`src/sv/bpd_pkg.sv`:
```
package bpd_pkg;

	// field widths
	localparam int LEVEL_W     = 10;
	localparam int SCORE_W     = 8;
	localparam int SHIFT_W     = 4;
	localparam int INTERVAL_W  = 16;
	localparam int CFG_INDEX_W = 3;
	localparam int CFG_DATA_W  = 16;

	// stream widths
	localparam int IN_TDATA_W  = 16;
	localparam int OUT_TDATA_W = 64;
	localparam int OUT_TUSER_W = 3;

	// score rises by this much per strong sample
	localparam int SCORE_STEP = 4;

	typedef logic [LEVEL_W-1:0]    level_t;
	typedef logic [SCORE_W-1:0]    score_t;
	typedef logic [SHIFT_W-1:0]    shift_t;
	typedef logic [INTERVAL_W-1:0] interval_t;

	typedef enum logic [CFG_INDEX_W-1:0] {
		CFG_FILTER_SHIFT     = 3'd0,
		CFG_DETECT_THRESHOLD = 3'd1,
		CFG_LOST_THRESHOLD   = 3'd2,
		CFG_SCORE_DETECT     = 3'd3,
		CFG_SCORE_LOST       = 3'd4,
		CFG_SCORE_MAX        = 3'd5,
		CFG_REPORT_INTERVAL  = 3'd6,
		CFG_STRENGTH_DELTA   = 3'd7
	} cfg_reg_t;

	typedef enum logic [1:0] {
		EV_SAMPLE_REPORT = 2'd0,
		EV_DETECTED      = 2'd1,
		EV_LOST          = 2'd2,
		EV_STRENGTH      = 2'd3
	} event_kind_t;

	// register reset values
	localparam shift_t    RST_FILTER_SHIFT     = 4'd3;
	localparam level_t    RST_DETECT_THRESHOLD = 10'd40;
	localparam level_t    RST_LOST_THRESHOLD   = 10'd20;
	localparam score_t    RST_SCORE_DETECT     = 8'd16;
	localparam score_t    RST_SCORE_LOST       = 8'd4;
	localparam score_t    RST_SCORE_MAX        = 8'd32;
	localparam interval_t RST_REPORT_INTERVAL  = 16'd100;
	localparam level_t    RST_STRENGTH_DELTA   = 10'd10;

endpackage

```
`src/sv/beacon_presence_detector.sv`:
```
// beacon presence detector
//
// slave stream (s_*) takes one 10-bit detector sample per transaction; the
// master stream (m_*) returns exactly one result transaction per sample,
// carrying an optional event plus the detector's levels and status after
// that sample. registers, written through cfg_we/cfg_index/cfg_data, apply
// from the next sample; the user writes only while the stream is idle (unenforced).
//
// a sample accepted on s_* enters the input register, and its result the
// result register driving m_*. throughput: one sample per cycle while
// m_tready is high; the whole update (filter step, excess, score,
// hysteresis, event priority, and at calibration end one constant multiply
// for the mean) is one combinational pass between the two registers.
//
// after reset (arst_n low) all state is cleared: the first sample only seeds
// the filter and baseline, the next CAL_SAMPLES samples calibrate the
// baseline and the last of them posts a sample report carrying it.
// when m_tready is low the result register holds and s_tready stays high
// only until the input register is also full, so no transaction is lost.
module beacon_presence_detector
	import bpd_pkg::*;
#(
	parameter int CAL_SAMPLES = 64
) (
	input  logic                   clk,
	input  logic                   arst_n,
	// slave stream
	input  logic                   s_tvalid,
	output logic                   s_tready,
	input  logic [IN_TDATA_W-1:0]  s_tdata,   // [9:0] sample, rest zero
	// master stream
	output logic                   m_tvalid,
	input  logic                   m_tready,
	// [9:0] event_value, [19:10] raw_level, [29:20] filtered_level,
	// [39:30] baseline_level, [49:40] excess_level, [57:50] confidence,
	// [58] present, [59] calibrated, rest zero
	output logic [OUT_TDATA_W-1:0] m_tdata,
	output logic [OUT_TUSER_W-1:0] m_tuser,   // [0] event_valid, [2:1] event_kind
	// register write port
	input  logic                   cfg_we,
	input  logic [CFG_INDEX_W-1:0] cfg_index,
	input  logic [CFG_DATA_W-1:0]  cfg_data
);

	// calibration counter and sum widths
	localparam int CNT_W = $clog2(CAL_SAMPLES + 1);
	localparam int SUM_W = LEVEL_W + CNT_W;
	// mean = (sum * RECIP) >> RECIP_SHIFT, exact for every sum below 2^SUM_W
	localparam int RECIP_SHIFT = SUM_W + CNT_W;
	localparam int RECIP_W     = RECIP_SHIFT + 2 - $clog2(CAL_SAMPLES);
	localparam int PROD_W      = SUM_W + RECIP_W;
	localparam longint unsigned RECIP_FULL =
		((64'd1 << RECIP_SHIFT) + 64'(CAL_SAMPLES) - 64'd1) / 64'(CAL_SAMPLES);
	localparam logic [RECIP_W-1:0] RECIP = RECIP_W'(RECIP_FULL);
	localparam logic [CNT_W-1:0]   CAL_LAST = CNT_W'(CAL_SAMPLES);

	// configuration registers
	shift_t    filter_shift_q;
	level_t    detect_threshold_q;
	level_t    lost_threshold_q;
	score_t    score_detect_q;
	score_t    score_lost_q;
	score_t    score_max_q;
	interval_t report_interval_q;
	level_t    strength_delta_q;

	// input stage
	logic   s1_valid_q;
	level_t sample_s1;
	logic   advance;

	// detector state, which is also the level/status part of the result
	logic             seeded_q;
	logic             calibrated_q;
	logic [SUM_W-1:0] cal_sum_q;
	logic [CNT_W-1:0] cal_count_q;
	level_t           filtered_q;
	level_t           baseline_q;
	level_t           raw_hold_q;
	level_t           excess_q;
	level_t           last_excess_q;
	interval_t        report_count_q;
	score_t           score_q;
	logic             present_q;

	// event part of the result
	logic        ev_valid_q;
	event_kind_t ev_kind_q;
	level_t      ev_value_q;
	logic        m_tvalid_q;

	// next state
	logic             seeded_n;
	logic             calibrated_n;
	logic [SUM_W-1:0] cal_sum_n;
	logic [CNT_W-1:0] cal_count_n;
	level_t           filtered_n;
	level_t           baseline_n;
	level_t           raw_hold_n;
	level_t           excess_n;
	level_t           last_excess_n;
	interval_t        report_count_n;
	score_t           score_n;
	logic             present_n;
	logic             ev_valid_n;
	event_kind_t      ev_kind_n;
	level_t           ev_value_n;

	// datapath intermediates
	logic              filt_up;
	level_t            filt_mag;
	level_t            filt_step;
	level_t            filt_next;
	logic [SUM_W-1:0]  sum_next;
	logic [CNT_W-1:0]  count_next;
	logic [PROD_W-1:0] cal_prod;
	level_t            cal_mean;
	level_t            exc_calc;
	logic [SCORE_W:0]  score_up;
	logic              now_present;
	interval_t         report_inc;
	level_t            strength_diff;

	// handshake: the input register refills whenever its item moves on
	assign advance  = s1_valid_q && (!m_tvalid_q || m_tready);
	assign s_tready = !s1_valid_q || advance;

	always_ff @(posedge clk or negedge arst_n) begin
		if (!arst_n) begin
			s1_valid_q <= 1'b0;
			m_tvalid_q <= 1'b0;
		end else begin
			if (s_tready) begin
				s1_valid_q <= s_tvalid;
			end
			if (!m_tvalid_q || m_tready) begin
				m_tvalid_q <= s1_valid_q;
			end
		end
	end

	always_ff @(posedge clk) begin
		if (s_tvalid && s_tready) begin
			sample_s1 <= s_tdata[LEVEL_W-1:0];
		end
	end

	// register writes
	always_ff @(posedge clk or negedge arst_n) begin
		if (!arst_n) begin
			filter_shift_q     <= RST_FILTER_SHIFT;
			detect_threshold_q <= RST_DETECT_THRESHOLD;
			lost_threshold_q   <= RST_LOST_THRESHOLD;
			score_detect_q     <= RST_SCORE_DETECT;
			score_lost_q       <= RST_SCORE_LOST;
			score_max_q        <= RST_SCORE_MAX;
			report_interval_q  <= RST_REPORT_INTERVAL;
			strength_delta_q   <= RST_STRENGTH_DELTA;
		end else if (cfg_we) begin
			unique case (cfg_reg_t'(cfg_index))
				CFG_FILTER_SHIFT:     filter_shift_q     <= cfg_data[SHIFT_W-1:0];
				CFG_DETECT_THRESHOLD: detect_threshold_q <= cfg_data[LEVEL_W-1:0];
				CFG_LOST_THRESHOLD:   lost_threshold_q   <= cfg_data[LEVEL_W-1:0];
				CFG_SCORE_DETECT:     score_detect_q     <= cfg_data[SCORE_W-1:0];
				CFG_SCORE_LOST:       score_lost_q       <= cfg_data[SCORE_W-1:0];
				CFG_SCORE_MAX:        score_max_q        <= cfg_data[SCORE_W-1:0];
				CFG_REPORT_INTERVAL:  report_interval_q  <= cfg_data[INTERVAL_W-1:0];
				CFG_STRENGTH_DELTA:   strength_delta_q   <= cfg_data[LEVEL_W-1:0];
				default: ;
			endcase
		end
	end

	// first-order filter, step truncated toward zero
	assign filt_up   = (sample_s1 >= filtered_q);
	assign filt_mag  = filt_up ? (sample_s1 - filtered_q) : (filtered_q - sample_s1);
	assign filt_step = filt_mag >> filter_shift_q;
	assign filt_next = filt_up ? (filtered_q + filt_step) : (filtered_q - filt_step);

	// calibration accumulate and floored mean by reciprocal multiply
	assign sum_next   = cal_sum_q + SUM_W'(sample_s1);
	assign count_next = cal_count_q + CNT_W'(1);
	assign cal_prod   = PROD_W'(sum_next) * PROD_W'(RECIP);
	assign cal_mean   = cal_prod[RECIP_SHIFT +: LEVEL_W];

	// excess, score and hysteresis terms
	assign exc_calc      = (filt_next > baseline_q) ? (filt_next - baseline_q) : '0;
	assign score_up      = {1'b0, score_q} + (SCORE_W + 1)'(SCORE_STEP);
	assign report_inc    = report_count_q + INTERVAL_W'(1);
	assign strength_diff = (exc_calc > last_excess_q) ? (exc_calc - last_excess_q)
	                                                  : (last_excess_q - exc_calc);

	always_comb begin
		seeded_n       = seeded_q;
		calibrated_n   = calibrated_q;
		cal_sum_n      = cal_sum_q;
		cal_count_n    = cal_count_q;
		filtered_n     = filtered_q;
		baseline_n     = baseline_q;
		raw_hold_n     = raw_hold_q;
		excess_n       = excess_q;
		last_excess_n  = last_excess_q;
		report_count_n = report_count_q;
		score_n        = score_q;
		present_n      = present_q;
		ev_valid_n     = 1'b0;
		ev_kind_n      = EV_SAMPLE_REPORT;
		ev_value_n     = '0;
		now_present    = present_q;

		if (!seeded_q) begin
			// seeding sample
			seeded_n      = 1'b1;
			filtered_n    = sample_s1;
			baseline_n    = sample_s1;
			raw_hold_n    = sample_s1;
			excess_n      = '0;
			last_excess_n = '0;
		end else if (!calibrated_q) begin
			raw_hold_n  = sample_s1;
			filtered_n  = filt_next;
			cal_sum_n   = sum_next;
			cal_count_n = count_next;
			if (count_next >= CAL_LAST) begin
				baseline_n    = cal_mean;
				filtered_n    = cal_mean;
				raw_hold_n    = cal_mean;
				excess_n      = '0;
				last_excess_n = '0;
				score_n       = '0;
				calibrated_n  = 1'b1;
				ev_valid_n    = 1'b1;
				ev_kind_n     = EV_SAMPLE_REPORT;
				ev_value_n    = cal_mean;
			end
		end else begin
			raw_hold_n = sample_s1;
			filtered_n = filt_next;
			excess_n   = exc_calc;

			// detect test wins over lost test
			if (exc_calc >= detect_threshold_q) begin
				score_n = (score_up < {1'b0, score_max_q}) ? score_up[SCORE_W-1:0]
				                                          : score_max_q;
			end else if (exc_calc <= lost_threshold_q) begin
				if (score_q != '0) begin
					score_n = score_q - SCORE_W'(1);
				end
			end

			now_present = present_q ? (score_n > score_lost_q) : (score_n >= score_detect_q);

			if (now_present != present_q) begin
				present_n     = now_present;
				last_excess_n = exc_calc;
				ev_valid_n    = 1'b1;
				ev_kind_n     = now_present ? EV_DETECTED : EV_LOST;
				ev_value_n    = exc_calc;
			end else if (report_inc >= report_interval_q) begin
				report_count_n = '0;
				ev_valid_n     = 1'b1;
				ev_kind_n      = EV_SAMPLE_REPORT;
				ev_value_n     = sample_s1;
			end else begin
				report_count_n = report_inc;
				if (strength_diff >= strength_delta_q) begin
					last_excess_n = exc_calc;
					ev_valid_n    = 1'b1;
					ev_kind_n     = EV_STRENGTH;
					ev_value_n    = exc_calc;
				end
			end
		end
	end

	// state and result register, loaded together when the item moves on
	always_ff @(posedge clk or negedge arst_n) begin
		if (!arst_n) begin
			seeded_q       <= 1'b0;
			calibrated_q   <= 1'b0;
			cal_sum_q      <= '0;
			cal_count_q    <= '0;
			filtered_q     <= '0;
			baseline_q     <= '0;
			raw_hold_q     <= '0;
			excess_q       <= '0;
			last_excess_q  <= '0;
			report_count_q <= '0;
			score_q        <= '0;
			present_q      <= 1'b0;
			ev_valid_q     <= 1'b0;
			ev_kind_q      <= EV_SAMPLE_REPORT;
			ev_value_q     <= '0;
		end else if (advance) begin
			seeded_q       <= seeded_n;
			calibrated_q   <= calibrated_n;
			cal_sum_q      <= cal_sum_n;
			cal_count_q    <= cal_count_n;
			filtered_q     <= filtered_n;
			baseline_q     <= baseline_n;
			raw_hold_q     <= raw_hold_n;
			excess_q       <= excess_n;
			last_excess_q  <= last_excess_n;
			report_count_q <= report_count_n;
			score_q        <= score_n;
			present_q      <= present_n;
			ev_valid_q     <= ev_valid_n;
			ev_kind_q      <= ev_kind_n;
			ev_value_q     <= ev_value_n;
		end
	end

	// result transaction
	assign m_tvalid = m_tvalid_q;
	assign m_tuser  = {ev_kind_q, ev_valid_q};
	assign m_tdata  = {4'b0, calibrated_q, present_q, score_q, excess_q, baseline_q,
	                   filtered_q, raw_hold_q, ev_value_q};

	// input register must not take a new item while both stages are blocked
	a_no_overrun: assert property (@(posedge clk) disable iff (!arst_n)
		s1_valid_q && m_tvalid_q && !m_tready |-> !s_tready)
		else $error("input accepted while pipeline blocked");

	// a detected event always leaves presence set
	a_detect_sets_present: assert property (@(posedge clk) disable iff (!arst_n)
		ev_valid_q && ev_kind_q == EV_DETECTED |-> present_q)
		else $error("detected event without presence");

	// presence only after calibration
	a_present_needs_cal: assert property (@(posedge clk) disable iff (!arst_n)
		present_q |-> calibrated_q)
		else $error("presence before calibration");

	// calibration end posts a sample report carrying the baseline
	a_cal_report: assert property (@(posedge clk) disable iff (!arst_n)
		$rose(calibrated_q) |-> ev_valid_q && ev_kind_q == EV_SAMPLE_REPORT
			&& ev_value_q == baseline_q)
		else $error("calibration end without baseline report");

endmodule
```
`config.mk`:
```
export PLATFORM = sky130hd
export DESIGN_NAME = beacon_presence_detector
export DESIGN_NICKNAME = d
export VERILOG_FILES = /design/src/sv/bpd_pkg.sv /design/src/sv/beacon_presence_detector.sv
export SDC_FILE = /design/constraint.sdc
export NUM_CORES = 1
export LEC_CHECK = 0
export ABC_AREA = 0
export BUFFER_PORTS_ARGS = -buffer_cell sky130_fd_sc_hd__buf_2
export CORE_MARGIN = 3
export CORE_UTILIZATION = 30
export DETAILED_ROUTE_END_ITERATION = 10
export PLACE_DENSITY = 0.42
export SETUP_SLACK_MARGIN = 0.1
export SLEW_MARGIN = 20
export SYNTH_ARGS = -nofsm -noshare
export SYNTH_HDL_FRONTEND = slang
export SYNTH_SLANG_ARGS = --single-unit
```
`constraint.sdc`:
```
create_clock -name clk -period 12 [get_ports clk]
set_input_delay 1.8 -clock clk [delete_from_list [all_inputs] [get_ports clk]]
set_output_delay 1.8 -clock clk [all_outputs]
set_load 0.02 [all_outputs]
```
==> results.md, run 1 <==
* CTS Buf Count at 17
* Pin count of the biggest net entering global routing at 67
* Row count at 79
* CTS tree: yes
* M3 GR Usage at 0.02896
* Most common cell after layout, fill and taps aside: dfrtp_1
* Post-synth ARST share at 0.9497
* Area added between synthesis and finish at 18.16%
* Period utilization at 0.9393
* Crit Path Class: flop to flop
* Final nets at ~1900
* Clk_skew at around 0.016 ns
* Final min period at about 11 ns
* CP dominant cell by count: ha_1
* Mapped Cells at ~1600
* Crit-path slowest cell: or3b_2
* Synth Cell Area at 14210 um2
* Setup crit start kind: flop
* Clk sinks at 199
* Final Cell Area at between 15000 and 20000 um2
* Relative slew margins at 0.2236
* Met2 Usage GRT at 0.2758
* Top Usage Layer GRT: met2
* Max Slew Vio Count at 0
* ANT nets after route at 0
* Top cell type's share of synthesized area at 0.3082
* Most frequent cells in the layout: dfrtp_1 (175), nand2_1 (172), inv_1 (157)
* Total number of vias at 11770
* Starting Density at 0.3046
* Vias/cell at between 4 and 5
* Final setup vio count at 0
* Reg2reg setup slack at between 0.7 and 0.8 ns
* RePlAce Congestion at between 0.8 and 0.9
* Final Hold Vio Count at 0
* I/O pin count at approximately 110
* RSZ-0062 raised after global routing: no
* Clock buffer depth at 2
* PortBufs at 98
* Drt pass-1 iters at 5
* Initial DRC count at 772
* Synth unique cells at between 90 and 100
* Die Y at approximately 220 um
* Met1 Use GR at 0.2662
* HPWL after DPL at 34.24 mm
* Final wirelength at between 40 and 50 mm
* Hold buffer count at CTS at 0
* Sequential-to-total area share from yosys stat at 0.3552
* Highest Clock Rate at a little under 90 MHz
* CTS H-tree depth at 4
* Clk Latency, worst-skew pair at 0.48 ns
* Total global routing overflow at 0
* Layout cells sized above 1 at 0.2030
* Maxcap violations at 0
* Vias in the first global route at between 10000 and 15000
* DRC errors left at 0
* Yosys warns at 0
* Root Buffer: clkbuf_16
* First-pass GRT wire length at 69.66 mm
* Crit-path max cell delay at approximately 0.52 ns
* Crit. End Element: flop
* Worst Setup SP: filtered_q[2]$_DFFE_PN0P_
* Core ar. at about 47000 um2
* Ys flop type: dfrtp_1
* TNS Setup at 0 ns
* Clock transition at path regs at roughly 0.08 ns
* Worst EP required at 12.30 ns
* Worst slew pin tran at 1.157 ns
* Die area at 50010 um2
* Initial antenna violation count at 2
* Die Width at 223.6 um
* Post-synth EDFFs at 10
* Worst-case reg-to-reg path depth at 55
* Syn Area/Cell at 8.988 um2
* WL/cell at between 15 and 20 um
* Crit Path Max Fanout at 7
* Critical R2R Capture: ev_value_q[6]$_DFFE_PN0P_
* Top cells by area, synth: dfrtp_1 (31%), ha_1 (12%), nand2_1 (4.6%), o21ai_0 (4.2%), inv_1 (4.1%)
* Worst Path Arrival at ~12 ns
* Status: completed
* Hold WC Path Type: flop to flop
* Placed Area at about 16000 um2
* CP Capture Point: ev_value_q[6]$_DFFE_PN0P_
* Worst r2r src: filtered_q[2]$_DFFE_PN0P_
* Cell taking the most area after synthesis: dfrtp_1
* #FFs+latches synth at 199
* Total Routing Usage GR at 0.1817
==> sequential cells by signal, summed over array words and instances, names as in the netlist, 10 cells and up <==
signal	cells
raw_hold_q	10
filtered_q	10
lost_threshold_q	10
detect_threshold_q	10
sample_s1	10
ev_value_q	10
excess_q	10
report_count_q	16
report_interval_q	16
last_excess_q	10
strength_delta_q	10
baseline_q	10
cal_sum_q	16
==> cell usage after synthesis, drive strengths merged, types with 12 or more instances <==
cell and instances:
dfrtp 175, nand2 175, inv 157, ha 141
o21ai 127, a21oi 84, nor2 80, xnor2 53
mux2 51, clkbuf 48, nand3 46, a21o 40
and2 28, mux2i 25, nor3 24, xor2 24
a31oi 22, buf 22, nor2b 21, a211oi 16
nand2b 15, dfstp 14, and3 12, nand4 12
==> through the flow <==
step,hold slack [ns],utilization,setup WS [ns],std cells
finish,0.4690,0.3599,0.7281,2358
global route,0.4853,0.3598,0.02740,2356
CTS,0.4682,0.3559,0.1272,2350
detailed placement,0.4522,0.3416,0.04766,2318
global placement,0.4589,0.3415,0.09484,2318
floorplan,0.4337,-,1.403,1584
==> final cells by class <==
type / count / area (um2)
Fill cell: 4855 / 29860
Multi-Input combinational cell: 1157 / 8401
Sequential cell: 199 / 5047
Timing Repair Buffer: 203 / 1324
Tap cell: 607 / 759.5
Inverter: 158 / 593.1
Clock buffer: 17 / 425.4
Clock inverter: 15 / 236.5
Antenna cell: 2 / 5.005
==> metal layers <==
metal,vias to the layer above,routed length (um)
met5,-,0
met4,0,827
met3,38,1508
met2,206,19500
met1,5680,22940
li1,5842,-
==> critical path, delay by kind of cell (launching register included) <==
kind	cells	cell delay, ns
compound gates	26	4.77
fa+ha+maj	6	1.98
simple gates	8	1.37
mux	4	1.08
buf+inv	8	0.95
xor+xnor	3	0.51
flops	1	0.43
==> kinds of logic after synthesis <==
family | count (synthesis) | synth area share
buf+inv | 228 | 0.06463
fa+ha+maj | 148 | 0.1340
mux | 76 | 0.05829
simple gates | 451 | 0.1516
xor+xnor | 77 | 0.04746
compound gates | 401 | 0.1885
other cells | 1 | 0.0002639
flops | 199 | 0.3552
==> repair_timing <==
| item | 4_1_cts | 5_1_grt |
|---|---|---|
| gates resized for setup | 2 | 37 |
| setup buffers | 0 | 4 |
| cloned | 0 | 1 |
| pin swaps | 0 | 11 |
| endpoints found under the setup margin | 21 | 40 |
==> how the worst min path moves through the flow <==
stage,from,end,cells past startpoint
CTS,cal_count_q[5]$_DFFE_PN0P_,cal_count_q[5]$_DFFE_PN0P_,1
global route,cal_count_q[5]$_DFFE_PN0P_,cal_count_q[5]$_DFFE_PN0P_,1
finish,cal_count_q[5]$_DFFE_PN0P_,cal_count_q[5]$_DFFE_PN0P_,1
detailed placement,cal_count_q[5]$_DFFE_PN0P_,cal_count_q[5]$_DFFE_PN0P_,1
global placement,cal_count_q[5]$_DFFE_PN0P_,cal_count_q[5]$_DFFE_PN0P_,1
floorplan,cal_count_q[5]$_DFFE_PN0P_,cal_count_q[5]$_DFFE_PN0P_,1
Power of run 1 is left out: the tool's default activity adds up to more than one toggle a clock period on the data nets, which glitch-free logic cannot reach.
==> inputs of run 2 (changes only) <==
==> constraint.sdc (replaced) <==
create_clock -name clk -period 12 [get_ports clk]
set_input_delay 1.2 -clock clk [delete_from_list [all_inputs] [get_ports clk]]
set_output_delay 1.2 -clock clk [all_outputs]
set_load 0.02 [all_outputs]
==> run 2 against run 1 <==
Maximum frequency decreased by 1.0%. Critical path depth unchanged. Cell count decreased by 0.30%. Clock skew decreased by 0.0024 ns. Hold slack got worse by 0.0034 ns. Core utilization decreased by 0.12 points. Critical endpoint is now report_count_q[11]$_DFFE_PN0P_. Clock-buffer cell count increased by 3.
==> results.md, run 2 (synthesis results as in run 1) <==
* Status: completed
* Total global routing overflow at 0 (unchanged)
* DR top layer: met4
* Final wirelength at 44.67 mm (-0.21%)
* Worst r2r src: sample_s1[0]$_DFFE_PP_
* Clock transition at path regs at 0.08 ns (about the same)
* Clk sinks at 199 (unchanged)
* RSZ-0062 raised after global routing: no
* CTS H-tree depth at 4 (unchanged)
* CTS Buf Count at 17 (unchanged)
* Hold buffer count at CTS at 0 (unchanged)
* Hold WC Path Type: flop to flop
* Crit-path max cell delay at 0.60 ns (+0.08 ns)
* Routed met1 length at 22.97 mm (+0.13%)
* Total Routing Usage GR at 0.1810 (-0.0006531)
* Most common cell after layout, fill and taps aside: dfrtp_1
* Final Cell Area at 16730 um2 (-0.34%)
* Relative slew margins at 0.2069 (-0.01672)
* CTS tree: yes
* WL/cell at 19.00 um (about the same)
* Post-Layout Cell Count at 2351 (-0.30%)
* Maxcap violations at 0 (unchanged)
* Root Buffer: clkbuf_16
* Worst Setup SP: sample_s1[0]$_DFFE_PP_
* Drt pass-1 iters at 5 (unchanged)
* Die Width at 223.6 um (unchanged)
* HPWL after DPL at 33.98 mm (-0.77%)
* WL met2 at 19.77 mm (+1.4%)
* Area added between synthesis and finish at 17.77%
* Starting Density at 0.3046 (unchanged)
* ANT nets after route at 0 (unchanged)
* Setup crit start kind: flop
* Vias/cell at 5.013 (+0.46%)
* Worst Path Arrival at 11.75 ns (+0.18 ns)
* Clock buffer depth at 2 (unchanged)
* Clk Latency, worst-skew pair at 0.49 ns (about the same)
* Die Y at 223.6 um (unchanged)
* Clk_skew at 0.01366 ns (-0.002355 ns)
* Crit Path Max Fanout at 7 (unchanged)
* RePlAce Congestion at 0.8177 (-1.6%)
* Final nets at 1918 (-0.31%)
* Crit. End Element: flop
* Final min period at 11.39 ns (+0.1134 ns)
* Core ar. at 46650 um2 (unchanged)
* I/O pin count at 109 (unchanged)
* Largest registers: cal_sum_q x16, report_count_q x16, report_interval_q x16
* Initial DRC count at 664 (-14%)
* PortBufs at 98 (unchanged)
* Layout cells sized above 1 at 0.2037 (+0.0006987)
* Hold Path Origin: cal_count_q[5]$_DFFE_PN0P_
* Highest Clock Rate at 87.83 MHz (-1.0%)
* Vias in the first global route at 11610 (-1.3%)
* Die area at 50010 um2 (unchanged)
* Crit Path Class: flop to flop
* Crit-path slowest cell: or4b_1
* Placed Instances at 2303 (-0.65%)
* Pin count of the biggest net entering global routing at 68 (+1.5%)
* Placed Area at 15810 um2 (-0.78%)
* Final setup vio count at 0 (unchanged)
* Final Hold Vio Count at 0 (unchanged)
* Total number of vias at 11790 (+0.16%)
* Final core utilization at 0.3587 (-0.001207)
* Period utilization at 0.9488 (+0.009449)
* Row count at 79 (unchanged)
* First-pass GRT wire length at 69.21 mm (-0.63%)
* Worst slew pin tran at 1.190 ns (+0.03285 ns)
* Metal3 WL at 1.425 mm (-5.5%)
* Most frequent cells in the layout: dfrtp_1 (175), nand2_1 (171), inv_1 (157)
* TNS Setup at 0 ns (unchanged)
* DRC errors left at 0 (unchanged)
* Worst EP required at 12.37 ns (+0.07 ns)
* Max Slew Vio Count at 0 (unchanged)
* Initial antenna violation count at 1 (-1)
==> run 2: per-layer routing <==
| metal | up-vias | global-route usage |
|---|---|---|
| met5 | - | 0 |
| met4 | 0 | 0.04395 |
| met3 | 24 | 0.02962 |
| met2 | 178 | 0.2760 |
| met1 | 5756 | 0.2676 |
| li1 | 5827 | - |
==> run 2: path summary, 6_finish.rpt <==
kind                                                   endpoint  slack, ns  depth (start not counted)
worst max-delay path             report_count_q[11]$_DFFE_PN0P_       0.61                         55
worst min-delay path                 cal_count_q[5]$_DFFE_PN0P_       0.47                          1
worst max register to register   report_count_q[11]$_DFFE_PN0P_       0.61                         55
worst min register to register       cal_count_q[5]$_DFFE_PN0P_       0.47                          1
max in group asynchronous              cal_sum_q[3]$_DFFE_PN0P_       9.90                          2
min in group asynchronous       strength_delta_q[0]$_DFFE_PN0P_       0.72                          1
==> run 2: cell type report <==
cell class | instances | area (um2)
multi-input cells | 1157 | 8494
flip-flops and latches | 199 | 5047
inverters | 158 | 593.1
clock buffers | 20 | 446.7
fillers | 4873 | 29920
clock inverters | 12 | 95.09
well taps | 607 | 759.5
repair buffers | 197 | 1296
diodes | 1 | 2.502
==> run 2: repair_timing <==
item	in CTS	in global routing
pin swaps	1	21
endpoints found under the setup margin	35	40
buffers inserted	1	11
resized for setup	3	55
endpoints found under the hold margin	0	0
cloned	0	2
==> run 2: stage by stage <==
stage          hold slack [ns]  worst slack (ns)
2_1_floorplan           0.4337             1.403
3_3_place_gp            0.4563          -0.02417
3_5_place_dp            0.4560          -0.04197
4_1_cts                 0.4672            0.1075
5_1_grt                 0.4872           0.05287
6_report                0.4657            0.6147
==> run 2: worst max-delay path: cells and delay by family, from the launching register on <==
kind / cells / cell delay [ns]
buffers and inverters: 9 / 1.23
adder cells (fa/ha/maj): 6 / 1.69
flip-flops: 1 / 0.39
XOR/XNOR: 2 / 0.46
AND/OR/NAND/NOR: 15 / 2.95
AO/OA/AOI/OAI: 23 / 4.53
Power of run 2 is left out for the same reason.
